## src/hdl/sgpr_pkg.sv

```systemverilog
`timescale 1ns / 1ps
package sgpr_pkg;

   typedef logic [2:0] csr_index_type;

   localparam csr_index_type REG_VOLUME     = 3'd0;
   localparam csr_index_type REG_BALANCE    = 3'd1;
   localparam csr_index_type REG_INPUT_RATE = 3'd2;
   localparam csr_index_type REG_MONO_INPUT = 3'd3;

   localparam logic [7:0]         VOL_MAX    = 8'd254;
   localparam logic signed [5:0]  BAL_MAX    = 6'sd16;
   localparam logic signed [5:0]  BAL_MIN    = -6'sd16;
   localparam logic [4:0]         BAL_ONE    = 5'd16;
   localparam logic [15:0]        OUT_RATE   = 16'd48000;
   localparam logic [15:0]        MIN_RATE   = 16'd8000;
   localparam logic [15:0]        FRAC_MUL   = 16'd44739;
   localparam logic [15:0]        FRAC_BIAS  = 16'd32768;
   localparam logic [15:0]        Q15_HALF   = 16'd16384;
   localparam logic [15:0]        GAIN_MAX   = 16'd32768;
   localparam logic [22:0]        GAIN_RECIP = 23'd4227330;
   localparam logic [6:0]         GAIN_DIV   = 7'd127;
   localparam logic [5:0]         GAIN_BIAS  = 6'd63;

   typedef struct packed {
      logic [7:0]        volume;
      logic signed [5:0] balance;
      logic [15:0]       input_rate;
      logic              mono_input;
   } cfg_type;

   typedef struct packed {
      logic load_item;
      logic calc_gain;
      logic corr_gain;
      logic scale;
      logic round_out;
      logic peak;
      logic frac;
      logic mul;
      logic emit;
   } cmd_type;

   typedef struct packed {
      logic pass_mode;
      logic phase_last;
      logic out_free;
   } status_type;

endpackage

```

## src/hdl/sgpr_csr.sv

```systemverilog
`timescale 1ns / 1ps
module sgpr_csr (
   input  logic                   clock,
   input  logic                   reset,
   input  logic                   csr_valid,
   output logic                   csr_ready,
   input  sgpr_pkg::csr_index_type csr_index,
   input  logic [15:0]            csr_wdata,
   output sgpr_pkg::cfg_type      cfg,
   output logic                   rate_clear
);

   logic [7:0]        volume_ff, volume_in;
   logic signed [5:0] balance_ff, balance_in;
   logic [15:0]       rate_ff, rate_in;
   logic              mono_ff, mono_in;
   logic              write;

   assign csr_ready = 1'b1;
   assign write     = csr_valid & csr_ready;

   always_comb begin
      volume_in  = volume_ff;
      balance_in = balance_ff;
      rate_in    = rate_ff;
      mono_in    = mono_ff;
      rate_clear = 1'b0;
      if (write) begin
         unique case (csr_index)
            sgpr_pkg::REG_VOLUME: begin
               volume_in = csr_wdata[7:0];
            end
            sgpr_pkg::REG_BALANCE: begin
               balance_in = csr_wdata[5:0];
            end
            sgpr_pkg::REG_INPUT_RATE: begin
               if (csr_wdata >= sgpr_pkg::MIN_RATE && csr_wdata <= sgpr_pkg::OUT_RATE &&
                   csr_wdata != rate_ff) begin
                  rate_in    = csr_wdata;
                  rate_clear = 1'b1;
               end
            end
            sgpr_pkg::REG_MONO_INPUT: begin
               mono_in = csr_wdata[0];
            end
            default: begin
            end
         endcase
      end
   end

   always_ff @(posedge clock) begin
      if (reset) begin
         volume_ff  <= sgpr_pkg::VOL_MAX;
         balance_ff <= '0;
         rate_ff    <= sgpr_pkg::OUT_RATE;
         mono_ff    <= 1'b0;
      end else begin
         volume_ff  <= volume_in;
         balance_ff <= balance_in;
         rate_ff    <= rate_in;
         mono_ff    <= mono_in;
      end
   end

   assign cfg.volume     = volume_ff;
   assign cfg.balance    = balance_ff;
   assign cfg.input_rate = rate_ff;
   assign cfg.mono_input = mono_ff;

endmodule

```

## src/hdl/sgpr_ctrl.sv

```systemverilog
`timescale 1ns / 1ps
module sgpr_ctrl (
   input  logic                 clock,
   input  logic                 reset,
   input  logic                 req_valid,
   output logic                 req_stall,
   input  sgpr_pkg::status_type status,
   output sgpr_pkg::cmd_type    cmd
);

   typedef enum logic [8:0] {
      ST_IDLE  = 9'b000000001,
      ST_GAIN  = 9'b000000010,
      ST_CORR  = 9'b000000100,
      ST_SCALE = 9'b000001000,
      ST_ROUND = 9'b000010000,
      ST_PEAK  = 9'b000100000,
      ST_FRAC  = 9'b001000000,
      ST_MUL   = 9'b010000000,
      ST_EMIT  = 9'b100000000
   } state_type;

   state_type state_ff, state_in;

   always_comb begin
      state_in = state_ff;
      cmd      = '0;
      unique case (state_ff)
         ST_IDLE: begin
            if (req_valid) begin
               cmd.load_item = 1'b1;
               state_in      = ST_GAIN;
            end
         end
         ST_GAIN: begin
            cmd.calc_gain = 1'b1;
            state_in      = ST_CORR;
         end
         ST_CORR: begin
            cmd.corr_gain = 1'b1;
            state_in      = ST_SCALE;
         end
         ST_SCALE: begin
            cmd.scale = 1'b1;
            state_in  = ST_ROUND;
         end
         ST_ROUND: begin
            cmd.round_out = 1'b1;
            state_in      = ST_PEAK;
         end
         ST_PEAK: begin
            cmd.peak = 1'b1;
            state_in = status.pass_mode ? ST_EMIT : ST_FRAC;
         end
         ST_FRAC: begin
            cmd.frac = 1'b1;
            state_in = ST_MUL;
         end
         ST_MUL: begin
            cmd.mul  = 1'b1;
            state_in = ST_EMIT;
         end
         ST_EMIT: begin
            if (status.out_free) begin
               cmd.emit = 1'b1;
               if (status.pass_mode || status.phase_last) begin
                  state_in = ST_IDLE;
               end else begin
                  state_in = ST_FRAC;
               end
            end
         end
         default: begin
            state_in = ST_IDLE;
         end
      endcase
   end

   always_ff @(posedge clock) begin
      if (reset) begin
         state_ff <= ST_IDLE;
      end else begin
         state_ff <= state_in;
      end
   end

   assign req_stall = (state_ff != ST_IDLE);

endmodule

```

## src/hdl/sgpr_datapath.sv

```systemverilog
`timescale 1ns / 1ps
module sgpr_datapath (
   input  logic                 clock,
   input  logic                 reset,
   input  sgpr_pkg::cmd_type    cmd,
   input  sgpr_pkg::cfg_type    cfg,
   input  logic                 rate_clear,
   input  logic signed [15:0]   req_left_sample,
   input  logic signed [15:0]   req_right_sample,
   input  logic                 req_block_end,
   output sgpr_pkg::status_type status,
   output logic                 rsp_valid,
   input  logic                 rsp_stall,
   output logic signed [15:0]   rsp_out_left,
   output logic signed [15:0]   rsp_out_right,
   output logic                 rsp_run_last,
   output logic                 rsp_peak_valid,
   output logic [15:0]          rsp_block_peak_out
);

   function automatic logic signed [16:0] round_q15(input logic signed [33:0] v);
      logic [33:0] mag_v;
      logic [33:0] sum_v;
      logic signed [16:0] r;
      mag_v = v[33] ? 34'(-v) : 34'(v);
      sum_v = mag_v + 34'(sgpr_pkg::Q15_HALF);
      r = $signed({1'b0, sum_v[30:15]});
      return v[33] ? -r : r;
   endfunction

   // Item pipeline registers.
   logic signed [15:0] smp_l_ff, smp_l_in, smp_r_ff, smp_r_in;
   logic               end_ff, end_in;
   logic [21:0]        num_l_ff, num_l_in, num_r_ff, num_r_in;
   logic [15:0]        qest_l_ff, qest_l_in, qest_r_ff, qest_r_in;
   logic [15:0]        gain_l_ff, gain_l_in, gain_r_ff, gain_r_in;
   logic signed [31:0] prod_l_ff, prod_l_in, prod_r_ff, prod_r_in;
   logic signed [15:0] scl_l_ff, scl_l_in, scl_r_ff, scl_r_in;
   logic [15:0]        mag_l_ff, mag_l_in, mag_r_ff, mag_r_in;
   logic [15:0]        snap_ff, snap_in;
   logic [16:0]        phase_ff, phase_in;
   logic [15:0]        frac_ff, frac_in;
   logic signed [33:0] t_l_ff, t_l_in, t_r_ff, t_r_in;

   // Persistent state.
   logic               have_prev_ff, have_prev_in;
   logic signed [15:0] last_l_ff, last_l_in, last_r_ff, last_r_in;
   logic [15:0]        next_phase_ff, next_phase_in;
   logic [15:0]        peak_ff, peak_in;

   // Output register.
   logic               rsp_valid_ff, rsp_valid_in;
   logic signed [15:0] rsp_left_ff, rsp_left_in, rsp_right_ff, rsp_right_in;
   logic               rsp_run_last_ff, rsp_run_last_in;
   logic               rsp_peak_valid_ff, rsp_peak_valid_in;
   logic [15:0]        rsp_peak_ff, rsp_peak_in;

   logic [7:0]         vol_sat;
   logic signed [5:0]  bal_sat;
   logic [4:0]         bal_l, bal_r;
   logic [11:0]        vb_l, vb_r;
   logic [44:0]        qprod_l, qprod_r;
   logic [21:0]        rem_l, rem_r;
   logic signed [32:0] full_l, full_r;
   logic signed [16:0] rnd_l, rnd_r;
   logic [15:0]        pk_a, pk_b;
   logic [32:0]        fprod;
   logic signed [16:0] diff_l, diff_r;
   logic signed [16:0] lerp_l, lerp_r;
   logic signed [16:0] sum_l, sum_r;
   logic [16:0]        phase_sum;
   logic               pass_mode, phase_last, out_free, run_last;

   always_comb begin
      vol_sat = (cfg.volume > sgpr_pkg::VOL_MAX) ? sgpr_pkg::VOL_MAX : cfg.volume;
      if (cfg.balance < sgpr_pkg::BAL_MIN) begin
         bal_sat = sgpr_pkg::BAL_MIN;
      end else if (cfg.balance > sgpr_pkg::BAL_MAX) begin
         bal_sat = sgpr_pkg::BAL_MAX;
      end else begin
         bal_sat = cfg.balance;
      end
      bal_l = (bal_sat < 0) ? 5'(6'(sgpr_pkg::BAL_ONE) + 6'(bal_sat)) : sgpr_pkg::BAL_ONE;
      bal_r = (bal_sat > 0) ? 5'(6'(sgpr_pkg::BAL_ONE) - 6'(bal_sat)) : sgpr_pkg::BAL_ONE;
      vb_l  = 12'(vol_sat) * 12'(bal_l);
      vb_r  = 12'(vol_sat) * 12'(bal_r);

      qprod_l = 45'(num_l_ff) * 45'(sgpr_pkg::GAIN_RECIP);
      qprod_r = 45'(num_r_ff) * 45'(sgpr_pkg::GAIN_RECIP);
      rem_l   = num_l_ff - 22'(qest_l_ff) * 22'(sgpr_pkg::GAIN_DIV);
      rem_r   = num_r_ff - 22'(qest_r_ff) * 22'(sgpr_pkg::GAIN_DIV);

      full_l = smp_l_ff * $signed({1'b0, gain_l_ff});
      full_r = smp_r_ff * $signed({1'b0, gain_r_ff});
      rnd_l  = round_q15(34'(prod_l_ff));
      rnd_r  = round_q15(34'(prod_r_ff));

      pk_a = (mag_l_ff > peak_ff) ? mag_l_ff : peak_ff;
      pk_b = (mag_r_ff > pk_a) ? mag_r_ff : pk_a;

      fprod  = 33'(phase_ff[15:0]) * 33'(sgpr_pkg::FRAC_MUL) + 33'(sgpr_pkg::FRAC_BIAS);
      diff_l = 17'(scl_l_ff) - 17'(last_l_ff);
      diff_r = 17'(scl_r_ff) - 17'(last_r_ff);
      lerp_l = round_q15(t_l_ff);
      lerp_r = round_q15(t_r_ff);
      sum_l  = 17'(last_l_ff) + lerp_l;
      sum_r  = 17'(last_r_ff) + lerp_r;

      phase_sum  = phase_ff + 17'(cfg.input_rate);
      phase_last = phase_sum > 17'(sgpr_pkg::OUT_RATE);
      pass_mode  = (cfg.input_rate == sgpr_pkg::OUT_RATE) || !have_prev_ff;
      out_free   = !rsp_valid_ff || !rsp_stall;
      run_last   = pass_mode || phase_last;
   end

   always_comb begin
      smp_l_in          = smp_l_ff;
      smp_r_in          = smp_r_ff;
      end_in            = end_ff;
      num_l_in          = num_l_ff;
      num_r_in          = num_r_ff;
      qest_l_in         = qest_l_ff;
      qest_r_in         = qest_r_ff;
      gain_l_in         = gain_l_ff;
      gain_r_in         = gain_r_ff;
      prod_l_in         = prod_l_ff;
      prod_r_in         = prod_r_ff;
      scl_l_in          = scl_l_ff;
      scl_r_in          = scl_r_ff;
      mag_l_in          = mag_l_ff;
      mag_r_in          = mag_r_ff;
      snap_in           = snap_ff;
      phase_in          = phase_ff;
      frac_in           = frac_ff;
      t_l_in            = t_l_ff;
      t_r_in            = t_r_ff;
      have_prev_in      = have_prev_ff;
      last_l_in         = last_l_ff;
      last_r_in         = last_r_ff;
      next_phase_in     = next_phase_ff;
      peak_in           = peak_ff;
      rsp_valid_in      = rsp_valid_ff;
      rsp_left_in       = rsp_left_ff;
      rsp_right_in      = rsp_right_ff;
      rsp_run_last_in   = rsp_run_last_ff;
      rsp_peak_valid_in = rsp_peak_valid_ff;
      rsp_peak_in       = rsp_peak_ff;

      if (rsp_valid_ff && !rsp_stall) begin
         rsp_valid_in = 1'b0;
      end

      if (cmd.load_item) begin
         smp_l_in = req_left_sample;
         smp_r_in = cfg.mono_input ? req_left_sample : req_right_sample;
         end_in   = req_block_end;
         num_l_in = {vb_l, 10'd0} + 22'(sgpr_pkg::GAIN_BIAS);
         num_r_in = {vb_r, 10'd0} + 22'(sgpr_pkg::GAIN_BIAS);
      end
      if (cmd.calc_gain) begin
         qest_l_in = qprod_l[44:29];
         qest_r_in = qprod_r[44:29];
      end
      if (cmd.corr_gain) begin
         gain_l_in = qest_l_ff + 16'(rem_l >= 22'(sgpr_pkg::GAIN_DIV));
         gain_r_in = qest_r_ff + 16'(rem_r >= 22'(sgpr_pkg::GAIN_DIV));
      end
      if (cmd.scale) begin
         prod_l_in = full_l[31:0];
         prod_r_in = full_r[31:0];
      end
      if (cmd.round_out) begin
         scl_l_in = rnd_l[15:0];
         scl_r_in = rnd_r[15:0];
         mag_l_in = rnd_l[16] ? 16'(-rnd_l) : 16'(rnd_l);
         mag_r_in = rnd_r[16] ? 16'(-rnd_r) : 16'(rnd_r);
      end
      if (cmd.peak) begin
         phase_in = {1'b0, next_phase_ff};
         if (end_ff) begin
            snap_in = pk_b;
            peak_in = '0;
         end else begin
            peak_in = pk_b;
         end
      end
      if (cmd.frac) begin
         frac_in = fprod[31:16];
      end
      if (cmd.mul) begin
         t_l_in = diff_l * $signed({1'b0, frac_ff});
         t_r_in = diff_r * $signed({1'b0, frac_ff});
      end
      if (cmd.emit) begin
         rsp_valid_in      = 1'b1;
         rsp_left_in       = pass_mode ? scl_l_ff : sum_l[15:0];
         rsp_right_in      = pass_mode ? scl_r_ff : sum_r[15:0];
         rsp_run_last_in   = run_last;
         rsp_peak_valid_in = end_ff && run_last;
         rsp_peak_in       = (end_ff && run_last) ? snap_ff : '0;
         if (pass_mode) begin
            if (cfg.input_rate != sgpr_pkg::OUT_RATE) begin
               have_prev_in  = 1'b1;
               last_l_in     = scl_l_ff;
               last_r_in     = scl_r_ff;
               next_phase_in = cfg.input_rate;
            end
         end else if (phase_last) begin
            next_phase_in = 16'(phase_sum - 17'(sgpr_pkg::OUT_RATE));
            last_l_in     = scl_l_ff;
            last_r_in     = scl_r_ff;
         end else begin
            phase_in = phase_sum;
         end
      end

      if (rate_clear) begin
         have_prev_in  = 1'b0;
         last_l_in     = '0;
         last_r_in     = '0;
         next_phase_in = '0;
      end
   end

   always_ff @(posedge clock) begin
      if (reset) begin
         have_prev_ff  <= 1'b0;
         last_l_ff     <= '0;
         last_r_ff     <= '0;
         next_phase_ff <= '0;
         peak_ff       <= '0;
         rsp_valid_ff  <= 1'b0;
      end else begin
         have_prev_ff  <= have_prev_in;
         last_l_ff     <= last_l_in;
         last_r_ff     <= last_r_in;
         next_phase_ff <= next_phase_in;
         peak_ff       <= peak_in;
         rsp_valid_ff  <= rsp_valid_in;
      end
   end

   always_ff @(posedge clock) begin
      smp_l_ff          <= smp_l_in;
      smp_r_ff          <= smp_r_in;
      end_ff            <= end_in;
      num_l_ff          <= num_l_in;
      num_r_ff          <= num_r_in;
      qest_l_ff         <= qest_l_in;
      qest_r_ff         <= qest_r_in;
      gain_l_ff         <= gain_l_in;
      gain_r_ff         <= gain_r_in;
      prod_l_ff         <= prod_l_in;
      prod_r_ff         <= prod_r_in;
      scl_l_ff          <= scl_l_in;
      scl_r_ff          <= scl_r_in;
      mag_l_ff          <= mag_l_in;
      mag_r_ff          <= mag_r_in;
      snap_ff           <= snap_in;
      phase_ff          <= phase_in;
      frac_ff           <= frac_in;
      t_l_ff            <= t_l_in;
      t_r_ff            <= t_r_in;
      rsp_left_ff       <= rsp_left_in;
      rsp_right_ff      <= rsp_right_in;
      rsp_run_last_ff   <= rsp_run_last_in;
      rsp_peak_valid_ff <= rsp_peak_valid_in;
      rsp_peak_ff       <= rsp_peak_in;
   end

   assign status.pass_mode  = pass_mode;
   assign status.phase_last = phase_last;
   assign status.out_free   = out_free;

   assign rsp_valid          = rsp_valid_ff;
   assign rsp_out_left       = rsp_left_ff;
   assign rsp_out_right      = rsp_right_ff;
   assign rsp_run_last       = rsp_run_last_ff;
   assign rsp_peak_valid     = rsp_peak_valid_ff;
   assign rsp_block_peak_out = rsp_peak_ff;

   a_emit_free: assert property (@(posedge clock) disable iff (reset)
      cmd.emit |-> (!rsp_valid_ff || !rsp_stall))
      else $error("result loaded over an item still waiting");

   a_peak_on_last: assert property (@(posedge clock) disable iff (reset)
      (rsp_valid_ff && rsp_peak_valid_ff) |-> rsp_run_last_ff)
      else $error("peak reported on an item that is not the last of its run");

   a_gain_range: assert property (@(posedge clock) disable iff (reset)
      cmd.corr_gain |-> (rem_l < 22'd254 && rem_r < 22'd254))
      else $error("gain reciprocal estimate off by more than one");

   a_phase_range: assert property (@(posedge clock) disable iff (reset)
      cmd.frac |-> (phase_ff <= 17'(sgpr_pkg::OUT_RATE) && phase_ff != 17'd0))
      else $error("interpolation phase outside its range");

endmodule

```

## src/hdl/stereo_gain_peak_resampler_top.sv

```systemverilog
`timescale 1ns / 1ps
// Channel   Handshake              Payload
// req       req_valid / req_stall  left_sample, right_sample, block_end
// rsp       rsp_valid / rsp_stall  out_left, out_right, run_last, peak_valid, block_peak_out
// csr       csr_valid / csr_ready  csr_index, csr_wdata
//
// A pass-through item walks the gain, correction, scale, round, peak and emit steps
// after its acceptance, and the next item is accepted after that. An interpolating item
// walks the same steps up to peak, then the fraction, multiply and emit steps for each result in turn.
// Reset is synchronous and active high; it restores the configuration, the resampler
// state, the running peak and the controller to their defaults.
// Stall on rsp holds the result register and the emit step until it is taken;
// the next item is accepted while the last result still waits.
module stereo_gain_peak_resampler_top (
   input  logic                   clock,
   input  logic                   reset,
   input  logic                   req_valid,
   output logic                   req_stall,
   input  logic signed [15:0]     req_left_sample,
   input  logic signed [15:0]     req_right_sample,
   input  logic                   req_block_end,
   output logic                   rsp_valid,
   input  logic                   rsp_stall,
   output logic signed [15:0]     rsp_out_left,
   output logic signed [15:0]     rsp_out_right,
   output logic                   rsp_run_last,
   output logic                   rsp_peak_valid,
   output logic [15:0]            rsp_block_peak_out,
   input  logic                   csr_valid,
   output logic                   csr_ready,
   input  sgpr_pkg::csr_index_type csr_index,
   input  logic [15:0]            csr_wdata
);

   sgpr_pkg::cfg_type    cfg;
   sgpr_pkg::cmd_type    cmd;
   sgpr_pkg::status_type status;
   logic                 rate_clear;

   sgpr_csr u_csr (
      .clock      (clock),
      .reset      (reset),
      .csr_valid  (csr_valid),
      .csr_ready  (csr_ready),
      .csr_index  (csr_index),
      .csr_wdata  (csr_wdata),
      .cfg        (cfg),
      .rate_clear (rate_clear)
   );

   sgpr_ctrl u_ctrl (
      .clock     (clock),
      .reset     (reset),
      .req_valid (req_valid),
      .req_stall (req_stall),
      .status    (status),
      .cmd       (cmd)
   );

   sgpr_datapath u_datapath (
      .clock              (clock),
      .reset              (reset),
      .cmd                (cmd),
      .cfg                (cfg),
      .rate_clear         (rate_clear),
      .req_left_sample    (req_left_sample),
      .req_right_sample   (req_right_sample),
      .req_block_end      (req_block_end),
      .status             (status),
      .rsp_valid          (rsp_valid),
      .rsp_stall          (rsp_stall),
      .rsp_out_left       (rsp_out_left),
      .rsp_out_right      (rsp_out_right),
      .rsp_run_last       (rsp_run_last),
      .rsp_peak_valid     (rsp_peak_valid),
      .rsp_block_peak_out (rsp_block_peak_out)
   );

endmodule

```

## config.mk

```make
export PLATFORM = sky130hd
export DESIGN_NAME = stereo_gain_peak_resampler_top
export DESIGN_NICKNAME = d
export VERILOG_FILES = /design/src/hdl/sgpr_pkg.sv /design/src/hdl/sgpr_csr.sv /design/src/hdl/sgpr_ctrl.sv /design/src/hdl/sgpr_datapath.sv /design/src/hdl/stereo_gain_peak_resampler_top.sv
export SDC_FILE = /design/constraint.sdc
export NUM_CORES = 2
export LEC_CHECK = 0
export BUFFER_PORTS_ARGS = -buffer_cell sky130_fd_sc_hd__buf_2
export CORE_MARGIN = 10
export CORE_UTILIZATION = 35
export DETAILED_ROUTE_END_ITERATION = 8
export PLACE_DENSITY = 0.48
export SLEW_MARGIN = 15
export SYNTH_ARGS = -nofsm -noshare
export SYNTH_HDL_FRONTEND = slang
export SYNTH_SLANG_ARGS = --single-unit
```

## constraint.sdc

```tcl
create_clock -name clock -period 11.72 [get_ports clock]
set_input_delay 2.344 -clock clock [delete_from_list [all_inputs] [get_ports clock]]
set_output_delay 2.344 -clock clock [all_outputs]
set_load 0.01 [all_outputs]
```

==> metrics <==
WP data required=12130 ps; Hold Slack=495.6 ps; Die Footprint=0.2632 sq mm; IO Port Bufs=108; Core Util, Final=38.01%; drt initial violations=3154; Setup TNS=0 ps; pin count of the biggest net entering global routing=67; drt pass-1 iters=5; Slew HR=27.97%; outcome=completed; Clock Root Buffer=clkbuf_16; Finished Layout Cells=12380; hpwl dp=187900 um; Hold WC Path Type=reg -> reg; global route overflow=0; Die Wd=513.0 um; post-CTS resize count=0; Worst-Margin Slew=1053 ps; hold buffers post-CTS=0; post-synthesis sequential area ratio=16.77%; max cap viols=0; crit share post-route=87.47%; Power Dens Cells=121.2 mW/mm^2; worst vdd ir=0.1475 mV; Post-Syn Area=0.08507 sq mm; Skew-Pair Late Insertion Delay=700 ps; Via-to-Cell Ratio=5.023; Leak Pwr=42.51 nW; CTS tree=built; post-synth net total=11430; asr flop ratio synth=0%; filler cell count=24390; Area contributors post-synth=fa_1, ha_1, edfxtp_1; Routability Congestion=0.8526; Hold Vio Cnt, Final=0; Synth Register Bits=516; core region area=0.2412 sq mm; initial core utilization=35.27%; RSZ-0062 raised after global routing=false; Routed wire per std cell=19.06 um; Tmin final=10250 ps; vias in the first global route=66200; Final WS setup=1469 ps; fmax=97.55 MHz; Post CTS Setup Buffer Count=0; worst-path fanout max=8; commonest non-fill, non-tap cell in the layout=inv_1; Slowest Stage Delay on Critical Path=890 ps; DP Area=0.08925 sq mm; critical path capture point type=flop; via count=62170; Post-Route WL=235900 um; layout cells sized above 1=4.941%; Tot GR Track Use=17.88%; clock tree buffer depth=3; total power draw=11.11 mW; fin area=0.09169 sq mm; clock buffer count from CTS=71; Nets=11380; Place WS=1530 ps; CP Class=reg -> reg; final setup violating endpoints=0; worst path arrival time=10660 ps; CP startpoint kind=flop; CP most frequent cell=fa_1; worst-path cell with the longest stage delay=a2111oi_2; EDFF count, synth=393; Synth Warn #=0; CTS sink cnt=516; Detail Route Antenna Nets=0; first-pass GRT wire length=377900 um; area growth from synthesis to layout=7.781%; initial antenna violation count=8; most frequent cells in the layout=inv_1, fa_1, ha_1, nand2_1, and2_1; Netlist cell types=99; Main synth FF type=edfxtp_1; Row Count=180; Slew Limit Fails=0; mean post-synth cell area=9.265 sq um; I/O Pins=110; DRC Markers=0; post-synth top area cell=fa_1; synthesized netlist cell count=9182; H-tree Lvls=3; Clock transition at path regs=60 ps; Die Ht=513.0 um; placed instance count=12240; Setup Skew=43.09 ps; post-synth top area share=28.33%
metal layers:
layer | vias to the layer above | share of wire [%] | wire length [um] | GRT usage [%]
li1 | 29600 | - | - | -
met1 | 31170 | 45 | 105800 | 23.58
met2 | 1136 | 49 | 116200 | 31.56
met3 | 268 | 3.4 | 7935 | 1.696
met4 | 0 | 2.5 | 5992 | 4.213
met5 | - | 0 | 0 | 0
flip-flops by register name, indices dropped and copies added (netlist names), 17 cells and up:
name / cells
u_datapath.phase_ff: 17
u_datapath.prod_r_ff: 32
u_datapath.prod_l_ff: 32
u_datapath.t_r_ff: 32
u_datapath.t_l_ff: 32
final cells by class:
cell class / count / area [sq um] / share of cell area [%]
inverter: 1770 / 6644 / 7.246
tap: 3185 / 3985 / 4.346
timing repair buffer: 218 / 1366 / 1.490
sequential: 516 / 14260 / 15.56
antenna: 5 / 12.51 / 0.01365
clock buffer: 89 / 1959 / 2.137
multi-input combinational: 6555 / 62990 / 68.70
clock inverter: 41 / 470.5 / 0.5131
synth_stat cells, types with 123 or more instances:
cell,instances
nor2_1,427
edfxtp_1,393
a21oi_1,303
nand3_1,146
xnor2_1,391
dfxtp_1,123
and2_1,430
clkbuf_1,316
nand2_1,871
fa_1,1204
xor2_1,144
inv_1,1768
o21ai_0,204
ha_1,982
power by group:
| group | internal, mW | switching (mW) |
|---|---|---|
| Combinational | 2.88 | 3.59 |
| Sequential | 2.27 | 0.0947 |
| Clock | 1.37 | 0.910 |
critical path, delay by kind of cell (launching register included):
family | cells | cell delay [ps]
xor gates and xnor gates | 1 | 80
AOI/OAI and AO/OA | 19 | 4860
and+or+nand+nor | 2 | 310
DFF | 1 | 400
adders and majority gates | 9 | 3980
buffers and inverters | 5 | 340
path summary, 6_finish.rpt:
| path | from | to | slack, ps | cells after the start |
|---|---|---|---|---|
| worst max-delay path | u_datapath.mag_l_ff[0] | u_datapath.t_l_ff[33] | 1470 | 36 |
| worst max register to register | u_datapath.mag_l_ff[0] | u_datapath.t_l_ff[33] | 1470 | 36 |
| worst min-delay path | u_datapath.next_phase_ff[8] | u_datapath.next_phase_ff[8] | 500 | 2 |
| worst min register to register | u_datapath.next_phase_ff[8] | u_datapath.next_phase_ff[8] | 500 | 2 |
cell families after synthesis:
group	Yosys count	synth area share, %
compound gates	1179	9.382
xor+xnor	536	5.535
fa+ha+maj	2187	42.79
buf+inv	2111	9.334
flops	516	16.77
mux	123	1.496
other cells	1	0.004408
simple gates	2529	14.69
Power figures use the tool's default switching activity.
